## config.mk

```make
export PLATFORM = sky130hd
export DESIGN_NAME = stable_level_threshold_tracker
export DESIGN_NICKNAME = d
export VERILOG_FILES = /design/src/rtl/core/slt_pkg.sv /design/src/rtl/core/slt_isqrt.sv /design/src/rtl/core/stable_level_threshold_tracker.sv
export SDC_FILE = /design/constraint.sdc
export NUM_CORES = 1
export LEC_CHECK = 0
export ABC_CLOCK_PERIOD_IN_PS = 7100
export BUFFER_PORTS_ARGS = -buffer_cell sky130_fd_sc_hd__buf_4
export CORE_MARGIN = 10
export CORE_UTILIZATION = 35
export CTS_CLUSTER_DIAMETER = 40
export DETAILED_ROUTE_END_ITERATION = 10
export GPL_ROUTABILITY_DRIVEN = 0
export PLACE_DENSITY_LB_ADDON = 0.3
export SLEW_MARGIN = 20
export SYNTH_ARGS = -nofsm -noshare
export SYNTH_HDL_FRONTEND = slang
export SYNTH_SLANG_ARGS = --single-unit
```

## constraint.sdc

```tcl
create_clock -name clock -period 7.1 [get_ports clock]
set_clock_uncertainty 0.05 [all_clocks]
set_input_delay 0 -clock clock [delete_from_list [all_inputs] [get_ports clock]]
set_output_delay 0 -clock clock [all_outputs]
set_load 0.01 [all_outputs]
```

## src/rtl/core/slt_pkg.sv

```systemverilog
// shared types and constants for the stable level threshold tracker
// used by slt_isqrt and stable_level_threshold_tracker; no dependencies

package slt_pkg;

   // default sizes
   localparam int CHANNELS_DEF    = 5;
   localparam int SAMPLE_BITS_DEF = 10;

   // run length counter
   localparam int RUN_BITS = 8;

   // register reset values
   localparam int TOL_RESET     = 2;
   localparam int MIN_RUN_RESET = 5;

   // csr port
   localparam int CSR_ADDR_W = 3;
   localparam int CSR_DATA_W = 32;

   typedef enum logic [0:0] {
      REG_TOLERANCE = 1'b0,
      REG_MIN_RUN   = 1'b1
   } reg_index_type;

   typedef enum logic [2:0] {
      ST_IDLE,
      ST_EVAL,
      ST_MUL,
      ST_ROOT_GO,
      ST_ROOT_WAIT,
      ST_EMIT
   } state_type;

   // status of the square root unit
   typedef struct packed {
      logic busy;
      logic done;
   } root_stat_type;

endpackage

```

## src/rtl/core/slt_isqrt.sv

```systemverilog
// iterative integer square root, one root bit per cycle, rounded to nearest
// depends on slt_pkg

module slt_isqrt #(
   parameter int ROOT_BITS = slt_pkg::SAMPLE_BITS_DEF
) (
   input  logic                       clock,
   input  logic                       reset,
   input  logic                       start,
   input  logic [2*ROOT_BITS-1:0]     radicand,
   output logic [ROOT_BITS-1:0]       root,
   output slt_pkg::root_stat_type     stat
);
   import slt_pkg::*;

   localparam int CNT_W = $clog2(ROOT_BITS);

   logic [2*ROOT_BITS-1:0] rad_ff, rad_in;
   logic [ROOT_BITS+1:0]   rem_ff, rem_in;
   logic [ROOT_BITS-1:0]   root_ff, root_in;
   logic [CNT_W-1:0]       cnt_ff, cnt_in;
   logic                   busy_ff, busy_in;
   logic                   done_ff, done_in;

   logic [ROOT_BITS+1:0]   rem_shift;
   logic [ROOT_BITS+1:0]   trial;
   logic                   take;

   // bring down the next two radicand bits and try root*4+1
   assign rem_shift = {rem_ff[ROOT_BITS-1:0], rad_ff[2*ROOT_BITS-1 -: 2]};
   assign trial     = {root_ff, 2'b01};
   assign take      = (rem_shift >= trial);

   always_comb begin
      rad_in  = rad_ff;
      rem_in  = rem_ff;
      root_in = root_ff;
      cnt_in  = cnt_ff;
      busy_in = busy_ff;
      done_in = 1'b0;
      if (start) begin
         rad_in  = radicand;
         rem_in  = '0;
         root_in = '0;
         cnt_in  = CNT_W'(ROOT_BITS - 1);
         busy_in = 1'b1;
      end else if (busy_ff) begin
         rad_in  = {rad_ff[2*ROOT_BITS-3:0], 2'b00};
         rem_in  = take ? (rem_shift - trial) : rem_shift;
         root_in = {root_ff[ROOT_BITS-2:0], take};
         cnt_in  = cnt_ff - CNT_W'(1);
         if (cnt_ff == '0) begin
            busy_in = 1'b0;
            done_in = 1'b1;
         end
      end
   end

   always_ff @(posedge clock) begin
      if (reset) begin
         busy_ff <= 1'b0;
         done_ff <= 1'b0;
      end else begin
         busy_ff <= busy_in;
         done_ff <= done_in;
      end
   end

   always_ff @(posedge clock) begin
      rad_ff  <= rad_in;
      rem_ff  <= rem_in;
      root_ff <= root_in;
      cnt_ff  <= cnt_in;
   end

   // remainder above the root means the true root is past the half point
   assign root = root_ff + ROOT_BITS'(rem_ff > {2'b00, root_ff});

   assign stat.busy = busy_ff;
   assign stat.done = done_ff;

endmodule

```

## src/rtl/core/stable_level_threshold_tracker.sv

```systemverilog
// stable level threshold tracker, top level: per-channel run tracking,
// stable extremes and a geometric-mean threshold; depends on slt_pkg and slt_isqrt
//
// sequence when the threshold is kept: accept, evaluate, emit into the result register;
//   when it is recomputed: accept, evaluate, multiply, root start, root wait, emit
// flow: one item at a time, the next is accepted only after the emit step, which waits for a free result register
// reset: synchronous, clears all channel state and loads register defaults

module stable_level_threshold_tracker #(
   parameter int CHANNELS    = slt_pkg::CHANNELS_DEF,
   parameter int SAMPLE_BITS = slt_pkg::SAMPLE_BITS_DEF,
   localparam int CH_W  = (CHANNELS > 1) ? $clog2(CHANNELS) : 1,
   localparam int REQ_W = ((CH_W + SAMPLE_BITS + 7) / 8) * 8,
   localparam int RSP_W = ((CH_W + 4 * SAMPLE_BITS + 7) / 8) * 8
) (
   input  logic                          clock,
   input  logic                          reset,
   // input items
   input  logic                          req_tvalid,
   output logic                          req_tready,
   input  logic [REQ_W-1:0]              req_tdata,  // channel, sample
   // result items
   output logic                          rsp_tvalid,
   input  logic                          rsp_tready,
   output logic [RSP_W-1:0]              rsp_tdata,  // out_channel, level_now, low_level,
                                                     // high_level, threshold
   output logic                          rsp_tuser,  // threshold_valid
   // configuration
   input  logic                          csr_psel,
   input  logic                          csr_penable,
   input  logic                          csr_pwrite,
   input  logic [slt_pkg::CSR_ADDR_W-1:0] csr_paddr,
   input  logic [slt_pkg::CSR_DATA_W-1:0] csr_pwdata,
   output logic [slt_pkg::CSR_DATA_W-1:0] csr_prdata,
   output logic                          csr_pready
);
   import slt_pkg::*;

   localparam logic [SAMPLE_BITS-1:0] LEVEL_MAX = '1;
   localparam logic [RUN_BITS-1:0]    RUN_MAX   = '1;
   localparam logic [CH_W:0]          CH_LIMIT  = (CH_W + 1)'(CHANNELS);

   // ---------------------------------------------------------------
   // configuration registers
   // ---------------------------------------------------------------
   logic [SAMPLE_BITS-1:0] tol_ff;
   logic [RUN_BITS-1:0]    min_run_ff;
   logic                   csr_write;
   reg_index_type          csr_index;

   assign csr_pready = 1'b1;
   assign csr_write  = csr_psel & csr_penable & csr_pwrite & csr_pready;
   // word-aligned registers, low address bits ignored
   assign csr_index  = reg_index_type'(csr_paddr[2]);

   always_ff @(posedge clock) begin
      if (reset) begin
         tol_ff     <= SAMPLE_BITS'(TOL_RESET);
         min_run_ff <= RUN_BITS'(MIN_RUN_RESET);
      end else if (csr_write) begin
         unique case (csr_index)
            REG_TOLERANCE: tol_ff     <= csr_pwdata[SAMPLE_BITS-1:0];
            REG_MIN_RUN:   min_run_ff <= csr_pwdata[RUN_BITS-1:0];
            default: ;
         endcase
      end
   end

   always_comb begin
      unique case (csr_index)
         REG_TOLERANCE: csr_prdata = CSR_DATA_W'(tol_ff);
         REG_MIN_RUN:   csr_prdata = CSR_DATA_W'(min_run_ff);
         default:       csr_prdata = '0;
      endcase
   end

   // ---------------------------------------------------------------
   // item capture and per-channel state
   // ---------------------------------------------------------------
   state_type state_ff, state_in;

   logic [CH_W-1:0]        ch_ff;
   logic [SAMPLE_BITS-1:0] smp_ff;
   logic                   req_take;

   assign req_tready = (state_ff == ST_IDLE);
   assign req_take   = req_tvalid & req_tready;

   always_ff @(posedge clock) begin
      if (req_take) begin
         ch_ff  <= req_tdata[CH_W-1:0];
         smp_ff <= req_tdata[CH_W +: SAMPLE_BITS];
      end
   end

   logic                   primed_ff [CHANNELS];
   logic [SAMPLE_BITS-1:0] start_ff  [CHANNELS];
   logic [RUN_BITS-1:0]    len_ff    [CHANNELS];
   logic [SAMPLE_BITS-1:0] min_ff    [CHANNELS];
   logic [SAMPLE_BITS-1:0] max_ff    [CHANNELS];
   logic [SAMPLE_BITS-1:0] border_ff [CHANNELS];

   logic                   in_range;
   logic [SAMPLE_BITS-1:0] cur_start, cur_min, cur_max;
   logic [SAMPLE_BITS-1:0] diff;
   logic                   stable_run;
   logic                   changed;

   logic [SAMPLE_BITS-1:0] start_in, min_in, max_in;
   logic [RUN_BITS-1:0]    len_in;
   logic                   need_root_in;

   // channels past the configured count leave all state alone
   assign in_range  = ({1'b0, ch_ff} < CH_LIMIT);
   assign cur_start = start_ff[ch_ff];
   assign cur_min   = min_ff[ch_ff];
   assign cur_max   = max_ff[ch_ff];

   // run update from the captured sample
   always_comb begin
      diff         = (cur_start > smp_ff) ? (cur_start - smp_ff) : (smp_ff - cur_start);
      stable_run   = (len_ff[ch_ff] >= min_run_ff);
      start_in     = cur_start;
      len_in       = len_ff[ch_ff];
      min_in       = cur_min;
      max_in       = cur_max;
      changed      = 1'b0;
      if (!primed_ff[ch_ff]) begin
         // first sample opens the first run
         start_in = smp_ff;
         len_in   = RUN_BITS'(1);
      end else if (diff <= tol_ff) begin
         if (len_ff[ch_ff] != RUN_MAX) begin
            len_in = len_ff[ch_ff] + RUN_BITS'(1);
         end
      end else begin
         // run broken: a long enough run may move the extremes
         if (stable_run && (cur_start > cur_max)) begin
            max_in  = cur_start;
            changed = 1'b1;
         end
         if (stable_run && (cur_start < cur_min)) begin
            min_in  = cur_start;
            changed = 1'b1;
         end
         start_in = smp_ff;
         len_in   = RUN_BITS'(1);
      end
      need_root_in = changed && (min_in != LEVEL_MAX) && (max_in != '0);
   end

   // ---------------------------------------------------------------
   // square root of min * max
   // ---------------------------------------------------------------
   logic [2*SAMPLE_BITS-1:0] prod_ff;
   logic [SAMPLE_BITS-1:0]   root;
   logic                     root_start;
   root_stat_type            root_stat;

   always_ff @(posedge clock) begin
      if (state_ff == ST_MUL) begin
         prod_ff <= (2*SAMPLE_BITS)'(cur_min) * (2*SAMPLE_BITS)'(cur_max);
      end
   end

   slt_isqrt #(
      .ROOT_BITS (SAMPLE_BITS)
   ) u_isqrt (
      .clock    (clock),
      .reset    (reset),
      .start    (root_start),
      .radicand (prod_ff),
      .root     (root),
      .stat     (root_stat)
   );

   // channel state writes
   always_ff @(posedge clock) begin
      if (reset) begin
         for (int i = 0; i < CHANNELS; i++) begin
            primed_ff[i] <= 1'b0;
            start_ff[i]  <= '0;
            len_ff[i]    <= '0;
            min_ff[i]    <= LEVEL_MAX;
            max_ff[i]    <= '0;
            border_ff[i] <= '0;
         end
      end else begin
         if ((state_ff == ST_EVAL) && in_range) begin
            primed_ff[ch_ff] <= 1'b1;
            start_ff[ch_ff]  <= start_in;
            len_ff[ch_ff]    <= len_in;
            min_ff[ch_ff]    <= min_in;
            max_ff[ch_ff]    <= max_in;
         end
         if ((state_ff == ST_ROOT_WAIT) && root_stat.done) begin
            border_ff[ch_ff] <= root;
         end
      end
   end

   // ---------------------------------------------------------------
   // sequencer
   // ---------------------------------------------------------------
   logic rsp_load;
   logic rsp_tvalid_ff;

   always_ff @(posedge clock) begin
      if (reset) begin
         state_ff <= ST_IDLE;
      end else begin
         state_ff <= state_in;
      end
   end

   always_comb begin
      state_in   = state_ff;
      root_start = 1'b0;
      rsp_load   = 1'b0;
      unique case (state_ff)
         ST_IDLE: begin
            if (req_take) begin
               state_in = ST_EVAL;
            end
         end
         ST_EVAL: begin
            if (in_range && need_root_in) begin
               state_in = ST_MUL;
            end else begin
               state_in = ST_EMIT;
            end
         end
         ST_MUL: begin
            state_in = ST_ROOT_GO;
         end
         ST_ROOT_GO: begin
            root_start = 1'b1;
            state_in   = ST_ROOT_WAIT;
         end
         ST_ROOT_WAIT: begin
            if (root_stat.done) begin
               state_in = ST_EMIT;
            end
         end
         ST_EMIT: begin
            // wait for the output register to free up
            if (!rsp_tvalid_ff || rsp_tready) begin
               rsp_load = 1'b1;
               state_in = ST_IDLE;
            end
         end
         default: state_in = ST_IDLE;
      endcase
   end

   // ---------------------------------------------------------------
   // result register
   // ---------------------------------------------------------------
   logic [CH_W-1:0]        out_ch_ff;
   logic [SAMPLE_BITS-1:0] out_level_ff, out_low_ff, out_high_ff, out_thr_ff;
   logic                   out_valid_ff;

   always_ff @(posedge clock) begin
      if (reset) begin
         rsp_tvalid_ff <= 1'b0;
      end else if (rsp_load) begin
         rsp_tvalid_ff <= 1'b1;
      end else if (rsp_tready) begin
         rsp_tvalid_ff <= 1'b0;
      end
   end

   always_ff @(posedge clock) begin
      if (rsp_load) begin
         out_ch_ff    <= ch_ff;
         out_level_ff <= smp_ff;
         if (in_range) begin
            out_low_ff   <= cur_min;
            out_high_ff  <= cur_max;
            out_thr_ff   <= border_ff[ch_ff];
            out_valid_ff <= (cur_min != LEVEL_MAX) && (cur_max != '0);
         end else begin
            // unknown channel reports empty extremes
            out_low_ff   <= LEVEL_MAX;
            out_high_ff  <= '0;
            out_thr_ff   <= '0;
            out_valid_ff <= 1'b0;
         end
      end
   end

   assign rsp_tvalid = rsp_tvalid_ff;
   assign rsp_tdata  = RSP_W'({out_thr_ff, out_high_ff, out_low_ff, out_level_ff, out_ch_ff});
   assign rsp_tuser  = out_valid_ff;

`ifndef NO_ASSERTIONS
   // a valid threshold always sits between the stable extremes
   a_thr_between: assert property (@(posedge clock) disable iff (reset)
      (rsp_tvalid_ff && out_valid_ff) |->
         (out_low_ff <= out_thr_ff) && (out_thr_ff <= out_high_ff))
      else $error("threshold outside stable extremes");

   // the root unit only finishes while the sequencer waits for it
   a_root_done: assert property (@(posedge clock) disable iff (reset)
      root_stat.done |-> (state_ff == ST_ROOT_WAIT))
      else $error("square root done outside wait state");

   // the root unit is quiet whenever a new item can come in
   a_idle_quiet: assert property (@(posedge clock) disable iff (reset)
      (state_ff == ST_IDLE) |-> !root_stat.busy)
      else $error("square root busy while idle");

   // a new result only appears out of the emit step
   a_rsp_source: assert property (@(posedge clock) disable iff (reset)
      $rose(rsp_tvalid_ff) |-> $past(state_ff == ST_EMIT))
      else $error("result raised outside emit state");
`endif

endmodule

```

==> results.yml <==
grt:
  first_global_vias: 18800
  grtUsageTotal_pct: 15.4
  grt_max_degree: 43
  antenna_found_initial: 2
  grt_first_pass_wirelength_um: 108000
  grt-ovfl-total: 0
clock_network:
  cts_root_buf: "clkbuf_16"
  clk_pin_slew_ns: 0.06
  cts_buffer_depth: 3
  cts_tree: "built"
  cts-htree-levels: 3
  clock_sinks: 512
  worst_skew_pair.late_latency_ns: 0.62
  cts_made_buffers: 76
sta:
  setup_viol: 0
  max_freq_mhz: 145
  hold_ws_ns: 0.0543
  hold_viol: 0
  grt_setup_unrepaired: "true"
  min_period_ns: 6.89
  timing.final.crit_share_pct: 97.1
  tightest_slew_ns: 1.13
  maxSlewHeadroom_pct: 24.6
  drv_slew: 0
drt:
  drc: 0
  vias_per_cell: 4.97
  top_layer_used: "met4"
  wl_met1_um: 30300
  met3_length_um: 4790
  drt-initial-drc-count: 1296
  vias: 18300
  wl_um: 69600
  wl_met2_um: 33000
  dr.pass1.iters: 6
  wl_per_cell_um: 18.9
  antenna_left: 0
cells_and_area:
  utilization_pct: 42.7
  drive_above_1_share_pct: 17.2
  layout.nets: 2845
  stdcell_count: 3692
  num_antenna_cells: 0
  syn_to_final_growth_pct: 20.9
  fin_area_um2: 33000
logic_synthesis:
  synth-edff-count: 451
  synthMostInstantiatedCell: "edfxtp_1"
  synthCells: 2276
  yosysTopAreaCellShare_pct: 49.6
  synth_top_flop_cell: "edfxtp_1"
  yosys_register_bits: 512
  avgSynthCellArea_um2: 12.0
  yosysTopAreaCell: "edfxtp_1"
  synth_common_cells: "edfxtp_1, nor2_1, nand2_1, inv_1, ha_1"
  ys_types: 82
  syn_area_um2: 27300
  synth_area_leaders: "edfxtp_1, ha_1, fa_1"
  async_reset_ff_share_pct: 0
  ys.warnings.count: 0
  ys_seq_area_share_pct: 54.1
place:
  placed_cells: 3502
  post_dp_cell_area_um2: 29900
  numPortBuffers: 86
  dp_hpwl_um: 48200
floorplanning:
  io-pin-count: 142
  core_area_um2: 77300
  die_area_um2: 89600
  dieHeight_um: 299
  die_w_um: 299
  row_count: 102
  start_util_pct: 35.3
hold_path:
  hp-start: "req_tdata[9]"
  hold_end: "smp_ff[6]"
  min_path_cells: 2
  hp-class: "in2reg"
critical_path:
  end_kind: "register"
  cp_max_fo: 18
  crit_path_start_kind: "register"
  r2r_end: "prod_ff[18]"
  path_class: "reg2reg"
  crit_arrival_ns: 7.19
  cp.required_ns: 7.40
  reg2reg_depth: 20
  r2r_slack_ns: 0.21
status:
  status: "completed"
run:
  cap_violations: 0
logic make-up after synthesis:
| family | after synthesis | share of synthesized area (%) |
|---|---|---|
| xor gates and xnor gates | 40 | 1.28 |
| other | 2 | 0.0275 |
| buffers and inverters | 334 | 5.44 |
| and+or+nand+nor | 755 | 12.2 |
| muxes | 184 | 10.4 |
| DFF | 512 | 54.1 |
| adders and majority gates | 192 | 10.6 |
| AOI/OAI and AO/OA | 257 | 6.09 |
state kept, by name (all words and copies together), names as in the netlist, 3 cells and up, named ones only:
register	flops
u_isqrt.cnt_ff	4
primed_ff	8
min_run_ff	8
ch_ff	3
out_low_ff	10
u_isqrt.rad_ff	20
min_ff	80
max_ff	80
border_ff	50
prod_ff	20
out_level_ff	10
out_thr_ff	10
len_ff	64
out_ch_ff	3
state_ff	3
out_high_ff	10
u_isqrt.root_ff	10
start_ff	80
tol_ff	10
smp_ff	10
u_isqrt.rem_ff	12
how the worst max path moves through the flow:
stage | start | to | slack [ns] | cells after the start
detailed placement | register | min_ff[7][0] | 0.07 | 23
CTS | register | min_ff[7][0] | 0.02 | 23
finish | register | prod_ff[18] | 0.21 | 20
floorplan | register | prod_ff[18] | 0.23 | 23
global placement | register | prod_ff[18] | 0.14 | 20
global route | register | prod_ff[18] | -0.06 | 20
critical path: stages (launching register included):
cell	delay, ns
dfxtp_4	0.39
buf_4	0.28
nand2b_1	0.34
o22ai_1	0.18
a221oi_4	0.51
nand2_1	0.17
fa_1	0.53
fa_1	0.51
inv_1	0.05
fa_1	0.45
fa_1	0.51
fa_1	0.42
ha_1	0.21
nor4_1	0.28
o21ai_0	0.20
and3_1	0.25
o311a_1	0.31
or4_1	0.43
a31oi_1	0.25
o21ai_0	0.15
xor2_1	0.15
final cells by class:
class,instances,area [µm²]
multi-input combinational,1570,11700
inverter,203,762
clock inverter,49,583
timing repair buffer,232,1980
clock buffer,86,1940
fill,7208,44300
tap,1040,1300
sequential,512,14800
cells in the final DEF, fill, tap and decap left out, types with 8 or more instances in the layout:
cell type      count
and3_1             9
inv_1            200
dlygate4sd3_1     51
clkbuf_1          10
a211oi_1           8
nor3_1            19
dfxtp_1           58
fa_1              64
a21o_1            12
clkinv_4           9
nand4_1           17
o21a_1            16
mux4_1            16
mux2i_1           54
nor2_1           328
mux2_2            55
o21ai_1            8
a21oi_1           75
o21ai_0           52
and2_1             9
edfxtp_1         451
inv_6              8
buf_4            173
nand3_1           22
nor2b_1           15
a22oi_1           13
nand2_1          246
xnor2_1           33
a31oi_1            8
o22ai_1           16
ha_1             128
conb_1           142
nand2b_1          25
clkbuf_16         76
mux4_2            52
per-stage QoR:
| step | setup TNS (ns) | setup slack, ns |
|---|---|---|
| 6_report | 0 | 0.208 |
| 3_5_place_dp | 0 | 0.0660 |
| 3_3_place_gp | 0 | 0.144 |
| 2_1_floorplan | 0 | 0.233 |
| 5_1_grt | -0.160 | -0.0563 |
| 4_1_cts | 0 | 0.0213 |
what timing repair did:
item,in CTS,in global routing
endpoints found under the setup margin,0,245
hold endpoints to repair,45,0
hold buffers,51,0
gates resized for setup,0,14
setup buffers,0,4
routing by layer:
metal	vias to the layer above	GRT usage, %
met2	577	25.4
met5	-	0
met4	0	4.45
met1	9092	20.1
li1	8556	-
met3	121	3.22
Power is not shown: default switching activity piles up to over one toggle a cycle in this logic, so the estimate is an artifact.
